## src/tcc_pkg.sv

```systemverilog
// Shared types and constants for the text console cursor block.
package tcc_pkg;

  // Request kind
  typedef enum logic {
    KIND_CHAR  = 1'b0,
    KIND_CLEAR = 1'b1
  } kind_e;

  // Result action
  typedef enum logic [1:0] {
    ACT_WRITE  = 2'd0,
    ACT_SCROLL = 2'd1,
    ACT_CLEAR  = 2'd2
  } action_e;

  // Configuration register indexes
  typedef enum logic {
    REG_COLUMNS   = 1'b0,
    REG_TEXT_ROWS = 1'b1
  } reg_index_e;

  // Control characters
  localparam logic [7:0] CH_BACKSPACE = 8'h08;
  localparam logic [7:0] CH_TAB       = 8'h09;
  localparam logic [7:0] CH_NEWLINE   = 8'h0A;
  localparam logic [7:0] CH_RETURN    = 8'h0D;
  localparam logic [7:0] CH_SPACE     = 8'h20;

  // Tab stops every eight columns
  localparam logic [8:0] TAB_STEP = 9'd8;
  localparam logic [8:0] TAB_MASK = ~9'd7;

  // Fixed hardware limits of the cursor registers
  localparam int unsigned COL_LIMIT = 256;
  localparam int unsigned ROW_LIMIT = 128;

  typedef struct packed {
    kind_e      kind;
    logic [7:0] code;
  } char_req_t;

  typedef struct packed {
    action_e    action;
    logic [7:0] cell_column;
    logic [6:0] cell_row;
    logic [7:0] glyph_code;
    logic       last;
  } res_item_t;

  // Outcome of one request: up to two results and the new cursor
  typedef struct packed {
    res_item_t  res0;
    res_item_t  res1;
    logic [1:0] count;
    logic [7:0] cursor_column;
    logic [6:0] cursor_row;
  } step_res_t;

endpackage

```

## src/tcc_step.sv

```systemverilog
// Combinational cursor update: decodes one request into results and a new cursor.
module tcc_step import tcc_pkg::*; #(
  parameter int unsigned MAX_COLUMNS = 256,
  parameter int unsigned MAX_ROWS    = 128
) (
  input  char_req_t  req,
  input  logic [7:0] cursor_column,
  input  logic [6:0] cursor_row,
  input  logic [8:0] columns,
  input  logic [7:0] text_rows,
  output step_res_t  step
);

  localparam int unsigned COL_CAP_I = (MAX_COLUMNS > COL_LIMIT) ? COL_LIMIT : MAX_COLUMNS;
  localparam int unsigned ROW_CAP_I = (MAX_ROWS > ROW_LIMIT) ? ROW_LIMIT : MAX_ROWS;
  localparam logic [8:0]  COL_CAP   = 9'(COL_CAP_I);
  localparam logic [7:0]  ROW_CAP   = 8'(ROW_CAP_I);

  logic [8:0] ncol;
  logic [7:0] nrow;
  logic [8:0] cx0;
  logic [7:0] cy0;
  logic [8:0] cx;
  logic [7:0] cy;
  logic [8:0] cx_adv;
  logic       wr_en;
  logic [8:0] wr_col;
  logic [7:0] wr_glyph;
  logic       scroll;
  res_item_t  wr_item;
  res_item_t  sc_item;
  res_item_t  clr_item;

  // Effective screen size: zero acts as one, capped at the limit
  always_comb begin
    if (columns == 9'd0) ncol = 9'd1;
    else if (columns > COL_CAP) ncol = COL_CAP;
    else ncol = columns;
    if (text_rows == 8'd0) nrow = 8'd1;
    else if (text_rows > ROW_CAP) nrow = ROW_CAP;
    else nrow = text_rows;
  end

  // Clamp a cursor left outside a shrunken screen
  always_comb begin
    cx0 = ({1'b0, cursor_column} >= ncol) ? ncol - 9'd1 : {1'b0, cursor_column};
    cy0 = ({1'b0, cursor_row} >= nrow) ? nrow - 8'd1 : {1'b0, cursor_row};
  end

  // Character decode
  always_comb begin
    cx       = cx0;
    cy       = cy0;
    wr_en    = 1'b0;
    wr_col   = cx0;
    wr_glyph = req.code;
    case (req.code)
      CH_NEWLINE: begin
        cx = 9'd0;
        cy = cy0 + 8'd1;
      end
      CH_RETURN: begin
        cx = 9'd0;
      end
      CH_BACKSPACE: begin
        if (cx0 != 9'd0) begin
          cx       = cx0 - 9'd1;
          wr_en    = 1'b1;
          wr_col   = cx0 - 9'd1;
          wr_glyph = CH_SPACE;
        end
      end
      CH_TAB: begin
        cx = (cx0 + TAB_STEP) & TAB_MASK;
      end
      default: begin
        wr_en = 1'b1;
        cx    = cx0 + 9'd1;
      end
    endcase
  end

  // Wrap past the last column, scroll past the last row
  logic [7:0] cy_wrap;
  logic [8:0] cx_fin;
  logic [7:0] cy_fin;
  always_comb begin
    cx_adv  = cx;
    cy_wrap = cy;
    if (cx >= ncol) begin
      cx_adv  = 9'd0;
      cy_wrap = cy + 8'd1;
    end
    scroll = (cy_wrap >= nrow);
    cx_fin = cx_adv;
    cy_fin = scroll ? nrow - 8'd1 : cy_wrap;
  end

  // Result items
  always_comb begin
    wr_item             = '0;
    wr_item.action      = ACT_WRITE;
    wr_item.cell_column = wr_col[7:0];
    wr_item.cell_row    = cy0[6:0];
    wr_item.glyph_code  = wr_glyph;
    wr_item.last        = !scroll;
    sc_item             = '0;
    sc_item.action      = ACT_SCROLL;
    sc_item.last        = 1'b1;
    clr_item            = '0;
    clr_item.action     = ACT_CLEAR;
    clr_item.last       = 1'b1;
  end

  // Assemble the outcome
  always_comb begin
    step = '0;
    if (req.kind == KIND_CLEAR) begin
      step.res0  = clr_item;
      step.count = 2'd1;
    end else begin
      step.cursor_column = cx_fin[7:0];
      step.cursor_row    = cy_fin[6:0];
      if (wr_en) begin
        step.res0  = wr_item;
        step.res1  = sc_item;
        step.count = scroll ? 2'd2 : 2'd1;
      end else begin
        step.res0  = sc_item;
        step.count = scroll ? 2'd1 : 2'd0;
      end
    end
  end

endmodule

```

## src/tcc_result_buf.sv

```systemverilog
// Result register pair: holds the results of one request and hands them out in order.
module tcc_result_buf import tcc_pkg::*; (
  input  logic      clk,
  input  logic      rst,
  input  logic      load,
  input  step_res_t step,
  output logic      can_load,
  output logic      res_valid,
  input  logic      res_ready,
  output res_item_t res_item
);

  res_item_t  slot0;
  res_item_t  slot1;
  logic [1:0] left;
  logic       head;
  logic       take;

  assign res_valid = (left != 2'd0);
  assign res_item  = head ? slot1 : slot0;
  assign take      = res_valid && res_ready;
  assign can_load  = (left == 2'd0) || (take && left == 2'd1);

  // Count and read pointer
  always_ff @(posedge clk) begin
    if (rst) begin
      left <= 2'd0;
      head <= 1'b0;
    end else if (load) begin
      left <= step.count;
      head <= 1'b0;
    end else if (take) begin
      left <= left - 2'd1;
      head <= 1'b1;
    end
  end

  // Result payload
  always_ff @(posedge clk) begin
    if (load) begin
      slot0 <= step.res0;
      slot1 <= step.res1;
    end
  end

endmodule

```

## src/text_console_cursor.sv

```systemverilog
// Text console cursor: turns characters and clear requests into cell writes and commands.
//
// Channels: char_valid/char_ready/char_req takes one request (a character or a
// clear); res_valid/res_ready/res_item gives the cell writes, scrolls and clears
// it causes, zero to two per request, with last set on the final one.
// cfg_valid/cfg_ready/cfg_index/cfg_data writes columns (index 0) and
// text_rows (index 1); writes are taken in every cycle and belong to idle time.
// A request waits in the input register until the result register pair can take it,
// and its first result is offered once it has been loaded there.
// Throughput: one request per cycle while each makes at most one result and the
// receiver takes each result; the result port moves one result per cycle while
// res_ready is high. The result register pair is the bound.
// Reset clears the cursor to home, sets 80 columns by 25 rows and empties both
// registers. When the receiver stalls, the current result holds, one further
// request waits in the input register and char_ready drops after that.
module text_console_cursor import tcc_pkg::*; #(
  parameter int unsigned MAX_COLUMNS = 256,
  parameter int unsigned MAX_ROWS    = 128
) (
  input  logic       clk,
  input  logic       rst,
  input  logic       char_valid,
  output logic       char_ready,
  input  char_req_t  char_req,
  output logic       res_valid,
  input  logic       res_ready,
  output res_item_t  res_item,
  input  logic       cfg_valid,
  output logic       cfg_ready,
  input  reg_index_e cfg_index,
  input  logic [8:0] cfg_data
);

  logic       hold_valid;
  char_req_t  hold_req;
  logic [7:0] cursor_column;
  logic [6:0] cursor_row;
  logic [8:0] columns;
  logic [7:0] text_rows;
  step_res_t  step;
  logic       can_load;
  logic       advance;

  assign advance    = hold_valid && can_load;
  assign char_ready = !hold_valid || advance;
  assign cfg_ready  = 1'b1;

  // Input register
  always_ff @(posedge clk) begin
    if (rst) begin
      hold_valid <= 1'b0;
    end else if (char_ready) begin
      hold_valid <= char_valid;
    end
  end

  always_ff @(posedge clk) begin
    if (char_ready && char_valid) begin
      hold_req <= char_req;
    end
  end

  // Cursor state
  always_ff @(posedge clk) begin
    if (rst) begin
      cursor_column <= 8'd0;
      cursor_row    <= 7'd0;
    end else if (advance) begin
      cursor_column <= step.cursor_column;
      cursor_row    <= step.cursor_row;
    end
  end

  // Configuration registers
  always_ff @(posedge clk) begin
    if (rst) begin
      columns   <= 9'd80;
      text_rows <= 8'd25;
    end else if (cfg_valid) begin
      unique case (cfg_index)
        REG_COLUMNS:   columns   <= cfg_data;
        REG_TEXT_ROWS: text_rows <= cfg_data[7:0];
        default: ;
      endcase
    end
  end

  tcc_step #(
    .MAX_COLUMNS(MAX_COLUMNS),
    .MAX_ROWS   (MAX_ROWS)
  ) u_step (
    .req          (hold_req),
    .cursor_column(cursor_column),
    .cursor_row   (cursor_row),
    .columns      (columns),
    .text_rows    (text_rows),
    .step         (step)
  );

  tcc_result_buf u_buf (
    .clk      (clk),
    .rst      (rst),
    .load     (advance),
    .step     (step),
    .can_load (can_load),
    .res_valid(res_valid),
    .res_ready(res_ready),
    .res_item (res_item)
  );

`ifndef SYNTHESIS
  // A clear request homes the cursor
  a_clear_homes: assert property (@(posedge clk) disable iff (rst)
    advance && hold_req.kind == KIND_CLEAR |=> cursor_column == 8'd0 && cursor_row == 7'd0)
    else $error("cursor not home after clear");

  // Two results only as a cell write followed by a scroll
  a_pair_order: assert property (@(posedge clk) disable iff (rst)
    hold_valid && step.count == 2'd2 |->
      step.res0.action == ACT_WRITE && !step.res0.last &&
      step.res1.action == ACT_SCROLL && step.res1.last)
    else $error("bad result pair");

  // Commands carry zero cell fields
  a_cmd_fields: assert property (@(posedge clk) disable iff (rst)
    res_valid && res_item.action != ACT_WRITE |->
      res_item.cell_column == 8'd0 && res_item.cell_row == 7'd0 &&
      res_item.glyph_code == 8'd0)
    else $error("command with nonzero cell fields");

  // A clear is always the only result of its request
  a_clear_last: assert property (@(posedge clk) disable iff (rst)
    res_valid && res_item.action == ACT_CLEAR |-> res_item.last)
    else $error("clear not marked last");
`endif

endmodule
```

## config.mk

```make
export PLATFORM = sky130hd
export DESIGN_NAME = text_console_cursor
export DESIGN_NICKNAME = d
export VERILOG_FILES = /design/src/tcc_pkg.sv /design/src/tcc_step.sv /design/src/tcc_result_buf.sv /design/src/text_console_cursor.sv
export SDC_FILE = /design/constraint.sdc
export NUM_CORES = 1
export LEC_CHECK = 0
export BUFFER_PORTS_ARGS = -buffer_cell sky130_fd_sc_hd__buf_2
export CORE_MARGIN = 1
export CORE_UTILIZATION = 45
export DETAILED_ROUTE_END_ITERATION = 8
export PLACE_DENSITY = 0.7
export SYNTH_ARGS = -nofsm -noshare
export SYNTH_HDL_FRONTEND = slang
export SYNTH_SLANG_ARGS = --single-unit
```

## constraint.sdc

```tcl
create_clock -name clk -period 7.45 [get_ports clk]
set_input_delay 0.745 -clock clk [delete_from_list [all_inputs] [get_ports clk]]
set_output_delay 0.745 -clock clk [all_outputs]
set_load 0.01 [all_outputs]
```

* Yosys cells after proc, flatten, opt, wreduce, memory -nomap -nowiden
Index checks and enable logic that the tools add are counted.
** Operators by class
- Add/subtract/negate cells :: 8
- Magnitude comparators :: 6
- Equal/unequal tests :: 5
- Muxes and demuxes :: 27
- Bitwise gates (word level) :: 2
- Reductions and logical operators :: 20
** Operator list (count)
- 2-to-1 mux 8 bit :: 9
- 2-to-1 mux 25 bit :: 2
- 2-to-1 mux 9 bit :: 4
- equality test 8 x 4 -> 1 bit (second input constant) :: 4
- case mux 9 bit (3 select lines) :: 1
- 2-to-1 mux 26 bit :: 1
- subtractor 9 x 1 -> 9 bit (second input constant) :: 2
- adder 8 x 1 -> 8 bit (second input constant) :: 2
- 2-to-1 mux 15 bit :: 1
- 2-to-1 mux 2 bit :: 5
- adder 9 x 1 -> 9 bit (second input constant) :: 1
- adder 9 x 4 -> 9 bit (second input constant) :: 1
- greater-or-equal comparator 8 x 9 -> 1 bit :: 1
- greater-or-equal comparator 9 bit :: 1
- > comparator 9 bit (second input constant) :: 1
- zero test 9 bit :: 1
- nonzero test 9 bit :: 1
- greater-or-equal comparator 7 x 8 -> 1 bit :: 1
- greater-or-equal comparator 8 bit :: 1
- > comparator 8 bit (second input constant) :: 1
- zero test 8 bit :: 1
- subtractor 8 x 1 -> 8 bit (second input constant) :: 1
- 2-to-1 mux 7 bit :: 1
- OR reduction 2 bit :: 3
- other kinds (12) :: 21
** Storage, ports and cells
- Flip-flop bits (word level) :: 97
- Input bits :: 24
- Output and inout port bits :: 29
- Logic and storage cells :: 87

* Logic depth before layout (Yosys ltp)
Gate-level depths: netlist of run 1.
- Depth after elaboration :: 15
- Mapped depth :: 36
- Depth with buffers taken out :: 34

* Modules after synthesis
A second synthesis of run 1 with hierarchy kept.
** Unflattened totals
- Cells, all modules :: 733
- Area total of the unflattened synthesis :: 7030.5 µm²
** By module, submodules not included
- tcc_step :: times used 1, cells each 477, area an instance 3250.6 µm², seq. area each 0.0 µm²
- tcc_result_buf :: times used 1, cells each 103, area an instance 2063.2 µm², seq. area each 1621.6 µm²
- text_console_cursor :: times used 1, cells each 153, area an instance 1716.6 µm², seq. area each 930.9 µm²

* Least setup slack after synthesis of run 1
No wires, ideal clock.
- Path kind :: reg2reg
- From :: register columns[8]
- To :: register u_buf.left[0]
- Library setup time :: 0.129 ns
- Data arrival time :: 6.746 ns
- Required time :: 7.321 ns
- Path slack :: 0.575 ns
- Stages on the path, launching flop included :: 36
- Path buffers :: 2
- Period minus slack after synthesis :: 6.875 ns
- Path through :: dfxtp_1 inv_1 clkbuf_1 nand2_1 ha_1 a21o_1 a221o_1 a41o_1 buf_2 nand2_1 nor2_1 a21oi_1 inv_1 ha_1 nand2_1 nor3_1 a31oi_1 a21o_1 a21oi_1 a22o_1 ha_1 nor4_1 o21ai_0 a41oi_1 or2_2 mux2_2 ha_1 a21oi_1 nor2b_1 o21ai_0 a21oi_1 o211ai_1 nand2_1 ha_1 nor3_1 a211oi_1
** On the way
- Cells in the longest elaborated chain, start to end :: 15
- Elaborated cells on any way between the ends :: 23
- Those cells by class :: add/sub: 4; order compare: 4; mux: 13; reduce/logical: 2
** Ends and longest elaborated chain
- start: declaration :: RTL line text_console_cursor.sv:38 : logic [8:0] columns;
- start signal: assignment :: RTL line text_console_cursor.sv:81 : REG_COLUMNS: columns <= cfg_data;
- > comparator 9 bit :: RTL line tcc_step.sv:37 : else if (columns > COL_CAP) ncol = COL_CAP;
- 2-to-1 mux 9 bit :: RTL line tcc_step.sv:37
- 2-to-1 mux 9 bit * :: RTL line tcc_step.sv:36 : if (columns == 9'd0) ncol = 9'd1;
- subtractor 9 x 1 -> 9 bit / greater-or-equal comparator 8 x 9 -> 1 bit (equally long branches) :: RTL line tcc_step.sv:46 : cx0 = ({1'b0, cursor_column} >= ncol) ? ncol - 9'd1 : {1'b0, cursor_column};
- 2-to-1 mux 9 bit :: RTL line tcc_step.sv:46
- subtractor 9 x 1 -> 9 bit / nonzero test 9 bit (equally long branches) :: RTL line tcc_step.sv:67, tcc_step.sv:66
- 2-to-1 mux 9 bit
- case mux 9 bit (3 select lines) :: RTL line tcc_step.sv:57 : case (req.code)
- greater-or-equal comparator 9 bit :: RTL line tcc_step.sv:90 : if (cx >= ncol) begin
- 2-to-1 mux 8 bit :: RTL line tcc_step.sv:90
- greater-or-equal comparator 8 bit :: RTL line tcc_step.sv:94 : scroll = (cy_wrap >= nrow);
- 2-to-1 mux 1 bit / 2-to-1 mux 2 bit (equally long branches) :: RTL line tcc_step.sv:130, tcc_step.sv:127
- 2-to-1 mux 2 bit * :: RTL line tcc_step.sv:124 : if (wr_en) begin
- 2-to-1 mux 2 bit * :: RTL line tcc_step.sv:118 : if (req.kind == KIND_CLEAR) begin
- 2-to-1 mux 2 bit * :: RTL line tcc_result_buf.sv:29 : end else if (load) begin
- end signal: assignment :: RTL line tcc_result_buf.sv:30 : left <= step.count;
- end signal: assignment :: RTL line tcc_result_buf.sv:33 : left <= left - 2'd1;
- end: declaration :: RTL line tcc_result_buf.sv:15 : logic [1:0] left;
Mark *: on every way between the ends. The rest lies on a longest branch, timed or not.
A chain may end at the register's enable or synchronous reset.

* Worst setup path after layout of run 1
Ends and elaborated chain as after synthesis.

==> impl_metrics.tcl, run 1 <==
set metrics [dict create \
    status "finished with violations" \
    failed_checks "DRC" \
    timing_hold_violations_final 0 \
    setup_viol 0 \
    route.detailed.drc 8 \
    syn_to_final_growth_pct 13.2 \
    ios 53 \
    max_slew_margin_pct 27.5 \
    worst_slew_pin_slew_ps 1090 \
    synth_area_leader_cell "edfxtp_1" \
    vdd_ir_drop_max_v 0.0000945 \
    multi_input_area_um2 3440 \
    fin_skew_ps 6.05 \
    rsz0062_at_grt "no" \
    die-area_um2 12500 \
    cp-start-kind "register" \
    grt_pass1_vias 4501 \
    holdPathEnd "cursor_row[6]" \
    end_kind "register" \
    dp.final_hpwl_um 10500 \
    cts_tree "built" \
    cts_buffers 9 \
    critical_path.max_fanout 15 \
    power.density_nw_per_um2 194 \
    clk_pin_slew_ps 60 \
    async_flop_share_pct 0 \
    viasPerCell 5.73 \
    cp.arrival_ps 7070 \
    synth_area_um2 5440 \
    gp_congestion 0.952 \
    fp.coreArea_um2 11600 \
    maxSlewViolCount 0 \
    post-route-period-util_pct 92.0 \
    wirelength_um 13400 \
    worst-setup-path-type "reg2reg" \
    ys.flop_type "edfxtp_1" \
    wire_per_inst_um 16.3 \
    yosys-top-cells-count "nand2_1, a21oi_1, nor2_1" \
    critPathMaxStageDelay_ps 380 \
    num_vias 4716 \
    yosysSeqAreaShare_pct 33.1 \
    synthesis.nets 695 \
    fin_setup_tns_ps 0 \
    maxCapViolCount 0 \
    synth_top_cell_area_share_pct 19.9 \
    grt_max_degree 30 \
    leakage_nw 2.50 \
    worst_r2r_endpoint "u_buf.left[0]" \
    die_w_um 112 \
    syn_inst 629 \
    ys_top_cells_by_area "edfxtp_1, dfxtp_1, ha_1" \
    antenna_found_initial 0 \
    nets 741 \
    initial_core_util_pct 46.8 \
    hold_start "cursor_row[6]" \
    clock_latency_ps 340 \
    cts_htree_levels 3 \
    ant_nets 0 \
    holdPathStages 2 \
    period_minus_slack_ps 6860 \
    synth.most_common_cell "nand2_1" \
    rows 39 \
    reg2reg_from "columns[8]" \
    crit_required_ps 7670 \
    io_buffers 51 \
    place_ws_ps 395 \
    synth-edff-count 36 \
    hold_buffers 0 \
    yosysUniqueCellTypes 70 \
    firstDrtPassIters 8 \
    global_route.overflow_total 0 \
    cts_buffer_depth 2 \
    fmax_ghz 0.146 \
    drt_iter0_markers 358 \
    crit_top_cell "ha_1" \
    finalWorstSetupSlack_ps 593 \
    syn_area_per_cell_um2 8.65 \
    rrSetupSlack_ps 590 \
    r2r_cells 34 \
    grt_usage_pct 22.3 \
    n_fill_cell 1090 \
    diodes 0 \
    ctsRootBufferMaster "clkbuf_16" \
    ys_ff_latch 72 \
    clock_sinks 72 \
    slowest_stage "a221o_1" \
    hold_path.class "reg2reg" \
    drive_gt1_share_pct 15.0 \
    regArea_um2 1800 \
    grt_pass1_wl_um 22200 \
    yosys_warnings 0 \
    die_y_um 112 \
]
[per-layer routing]
layer / up-vias / routed length (um) / GRT usage, %
met5: - / 0 / 0
met2: 124 / 6000 / 35.1
met1: 2204 / 6600 / 30.0
li1: 2374 / - / -
met3: 14 / 639 / 4.68
met4: 0 / 201 / 8.38
[critical path: cells and delay by family, from the launching register on]
kind / cells / cell delay (ps)
AOI/OAI and AO/OA: 15 / 2860
and+or+nand+nor: 10 / 1410
adders and majority gates: 5 / 1400
buffers and inverters: 3 / 360
DFF: 1 / 340
muxes: 1 / 340
[cells by family (layout without fill, tap and decap cells)]
kind of cell    count (synthesis)  in the layout  share of synthesized area, %
compound gates                148            148                          17.9
xor+xnor                       31             31                          4.99
fa+ha+maj                      42             42                          9.66
buf+inv                        47             98                          4.03
flops                          72             72                          33.1
mux                            24             24                          4.51
other cells                     1              1                        0.0690
simple gates                  264            264                          25.7
[layout make-up]
| type | instances | area share (%) |
|---|---|---|
| multi-input cells | 510 | 55.8 |
| flip-flops and latches | 72 | 29.3 |
| repair buffers | 63 | 5.61 |
| clock buffers | 10 | 4.07 |
| well taps | 143 | 2.91 |
| inverters | 19 | 1.20 |
| clock inverters | 6 | 1.14 |
[per-stage QoR]
step	power, W	cells	utilization, %	hold slack [ps]	cell area [um2]
floorplan	0.000655	629	-	424	5440
global route	0.00124	823	53.0	518	6160
global placement	0.000728	807	50.1	468	5820
detailed placement	0.000734	807	50.1	474	5820
CTS	0.00120	823	52.9	480	6140
finish	0.00119	823	53.0	479	6160
[worst max-delay path by stage]
stage | start | endpoint | slack [ps] | cells after the start
after floorplan | columns[8] | u_buf.left[0] | 580 | 35
after global placement | columns[8] | u_buf.left[0] | 690 | 34
after detailed placement | columns[3] | u_buf.left[0] | 400 | 33
after CTS | columns[3] | u_buf.left[0] | 360 | 33
after global routing | columns[3] | u_buf.left[0] | 40 | 34
final | columns[8] | u_buf.left[0] | 590 | 34
[placed cells by master, fill, tap and decap left out, types with 3 or more instances in the layout]
cell,n
xnor2_1,21
nand3b_1,10
nor2b_1,37
a21oi_2,3
buf_2,51
xor2_1,10
clkbuf_16,10
o21ai_1,4
nand3_1,10
and3_1,5
nand2_1,81
a21oi_1,46
ha_1,42
a41oi_1,3
o21ai_0,29
nand4_1,7
a22o_1,9
o31ai_1,3
mux2i_1,20
nor3_1,15
nor4_1,6
or2_2,3
a31oi_1,4
or4_1,4
inv_1,17
a21o_1,6
edfxtp_1,36
nor3b_1,5
buf_4,12
dfxtp_1,36
o211ai_1,5
a211oi_1,6
nand2b_1,13
and4_1,3
nor2_1,44
nor4b_1,3
and2_1,11
mux2_2,4
[flip-flops by register name, summed over array words and instances, names as in the netlist]
name,flops
columns,9
cursor_column,8
cursor_row,7
hold_req,9
hold_valid,1
text_rows,8
u_buf.head,1
u_buf.left,2
u_buf.slot0,26
u_buf.slot1,1
[where the power goes]
part | switching [W] | leakage, nW | internal [W]
Sequential | 0.0000267 | 0.638 | 0.000448
Combinational | 0.000152 | 1.71 | 0.000101
Clock | 0.000183 | 0.155 | 0.000283
Total | 0.000362 | 2.50 | 0.000832
[what timing repair did]
item                                    4_1_cts  5_1_grt
endpoints found under the setup margin        0        8
resized for setup                             0        4
buffers inserted                              0        0
Power figures use the tool's default switching activity.
==> inputs of run 2 (changes only) <==
--- a/config.mk
+++ b/config.mk
@@ -5,11 +5,12 @@
 export SDC_FILE = /design/constraint.sdc
 export NUM_CORES = 1
 export LEC_CHECK = 0
-export BUFFER_PORTS_ARGS = -buffer_cell sky130_fd_sc_hd__buf_2
+export BUFFER_PORTS_ARGS = -buffer_cell sky130_fd_sc_hd__clkbuf_2
 export CORE_MARGIN = 1
 export CORE_UTILIZATION = 45
 export DETAILED_ROUTE_END_ITERATION = 8
 export PLACE_DENSITY = 0.7
 export SYNTH_ARGS = -nofsm -noshare
 export SYNTH_HDL_FRONTEND = slang
+export SYNTH_HIERARCHICAL = 1
 export SYNTH_SLANG_ARGS = --single-unit
==> impl_metrics.tcl, run 2 <==
set metrics [dict create \
    wirelength_um 16700 \
    rows 45 \
    global_route.overflow_total 0 \
    yosys-top-cells-count "edfxtp_1, nand2_1, nor2_1" \
    cts_buffer_depth 2 \
    die_w_um 127 \
    clk_pin_slew_ps 70 \
    fin_cells 971 \
    die-area_um2 16100 \
    async_flop_share_pct 0 \
    cp.arrival_ps 7200 \
    setup_viol 0 \
    drt-met1-wl_um 7990 \
    layout_commonest_cell "edfxtp_1" \
    timing_hold_violations_final 0 \
    gp_congestion 0.975 \
    maxSlewViolCount 0 \
    antenna_found_initial 0 \
    syn_inst 733 \
    grt_pass1_vias 5223 \
    synth-edff-count 61 \
    syn_to_final_growth_pct 9.66 \
    fin_skew_ps 5.20 \
    drive_gt1_share_pct 22.2 \
    viasPerCell 5.78 \
    critPathMaxStageDelay_ps 410 \
    grt_pass1_wl_um 26800 \
    top_regs "u_buf/slot0 (26), u_buf/slot1 (26)" \
    wire_per_inst_um 17.2 \
    fp.coreArea_um2 15200 \
    grt_max_degree 49 \
    layout_common_cells "edfxtp_1, nand2_1, nor2_1, clkbuf_2, ha_1" \
    hold_buffers 0 \
    grt_usage_pct 20.9 \
    num_vias 5613 \
    worst_slew_pin_slew_ps 1020 \
    ys_top_cells_by_area "edfxtp_1, dfxtp_1, ha_1" \
    maxCapViolCount 0 \
    initial_core_util_pct 46.2 \
    crit_required_ps 7690 \
    diodes 0 \
    synth.most_common_cell "edfxtp_1" \
    ios 53 \
    synth_area_leader_cell "edfxtp_1" \
    dr_wl_met2_um 7420 \
    hold_path.class "reg2reg" \
    power.density_nw_per_um2 188 \
    crit_top_cell "ha_1" \
    worst-setup-path-type "reg2reg" \
    top_layer "met4" \
    die_y_um 127 \
    synth_area_um2 7030 \
    post-route-period-util_pct 93.4 \
    ys_ff_latch 97 \
    clock_sinks 97 \
    slowest_stage "dfxtp_2" \
    dp.final_hpwl_um 12300 \
    n_fill_cell 1408 \
    yosysSeqAreaShare_pct 36.3 \
    nets 843 \
    fin_setup_tns_ps 0 \
    wl_met3_um 950 \
    yosysUniqueCellTypes 82 \
    fmax_ghz 0.144 \
    ant_nets 0 \
    leakage_nw 3.10 \
    synth_top_cell_area_share_pct 26.1 \
    status "complete, no violations" \
    ctsRootBufferMaster "clkbuf_16" \
    firstDrtPassIters 6 \
    cts_buffers 9 \
    cts_tree "built" \
    ys.flop_type "edfxtp_1" \
    cts_htree_levels 3 \
    max_slew_margin_pct 31.6 \
    drt_iter0_markers 532 \
    end_kind "register" \
    critical_path.max_fanout 19 \
    io_buffers 51 \
    period_minus_slack_ps 6960 \
    dp_cells 950 \
    vdd_ir_drop_max_v 0.000132 \
    cp-start-kind "register" \
    rsz0062_at_grt "no" \
    route.detailed.drc 0 \
    syn_area_per_cell_um2 9.59 \
    clock_latency_ps 350 \
    yosys_warnings 6 \
]
run 2: changes by cell type in the layout (fill, tap and decap cells not counted), sizes merged, moves of 15 or more:
cell	previous run	this run
nand2b	14	29
nor2b	37	12
nand2	81	54
mux2	4	31
nand3	10	30
a21bo	0	17
clkbuf	10	60
edfxtp	36	61
conb	1	25
buf	63	20
run 2: power by group:
| group | internal (W) | switching [W] | leakage (nW) |
|---|---|---|---|
| clock | 0.000267 | 0.000211 | 0.149 |
| combinational | 0.000126 | 0.000199 | 2.08 |
| sequential | 0.000621 | 0.0000286 | 0.872 |
run 2: final timing paths:
check,from,endpoint,slack (ps),depth (start not counted)
min reg2reg,columns[7],columns[7],530,2
max,columns[8],u_buf/left[0],490,34
max reg2reg,columns[8],u_buf/left[0],490,34
min,columns[7],columns[7],530,2
run 2: layer usage:
| layer | GRT usage (%) | up-vias |
|---|---|---|
| met4 | 6.09 | 0 |
| met5 | 0 | - |
| li1 | - | 2743 |
| met1 | 29.2 | 2642 |
| met3 | 3.94 | 34 |
| met2 | 33.1 | 194 |
run 2: logic make-up after synthesis:
kind of cell | after synthesis | share of synthesized area (%)
compound gates | 172 | 17.5
xor+xnor | 28 | 3.49
fa+ha+maj | 41 | 7.30
buf+inv | 87 | 7.63
flops | 97 | 36.3
mux | 49 | 7.53
other cells | 2 | 0.107
simple gates | 257 | 20.2
run 2: repair_timing:
action	in CTS	in global routing
resized for setup	0	19
setup endpoints to repair	0	10
setup buffers	0	5
run 2: area by class of cell:
class | count | area, um2 | area share [%]
Timing Repair Buffer | 71 | 409 | 5.31
Clock inverter | 7 | 83.8 | 1.09
Inverter | 27 | 105 | 1.36
Clock buffer | 9 | 225 | 2.92
Multi-Input combinational cell | 572 | 4100 | 53.1
Tap cell | 188 | 235 | 3.05
Sequential cell | 97 | 2550 | 33.1
run 2: per-stage QoR:
stage                     hold slack (ps)  utilization (%)  power, W  instance area, um2  setup WS (ps)
final                                 526             50.7   0.00145                7710            490
after global routing                  551             50.7   0.00152                7710            139
after CTS                             529             50.0   0.00146                7590           63.7
after detailed placement              515             47.9  0.000976                7290           97.6
after global placement                506             47.9  0.000975                7290            131
after floorplan                       447                -  0.000903                7120            140
run 2: worst max-delay path, delay by kind of cell (launching register included):
family          cells  cell delay, ps
simple gates       10            1360
flops               1             410
xor+xnor            1             260
compound gates     13            2690
fa+ha+maj           5            1450
mux                 1             210
buf+inv             4             450
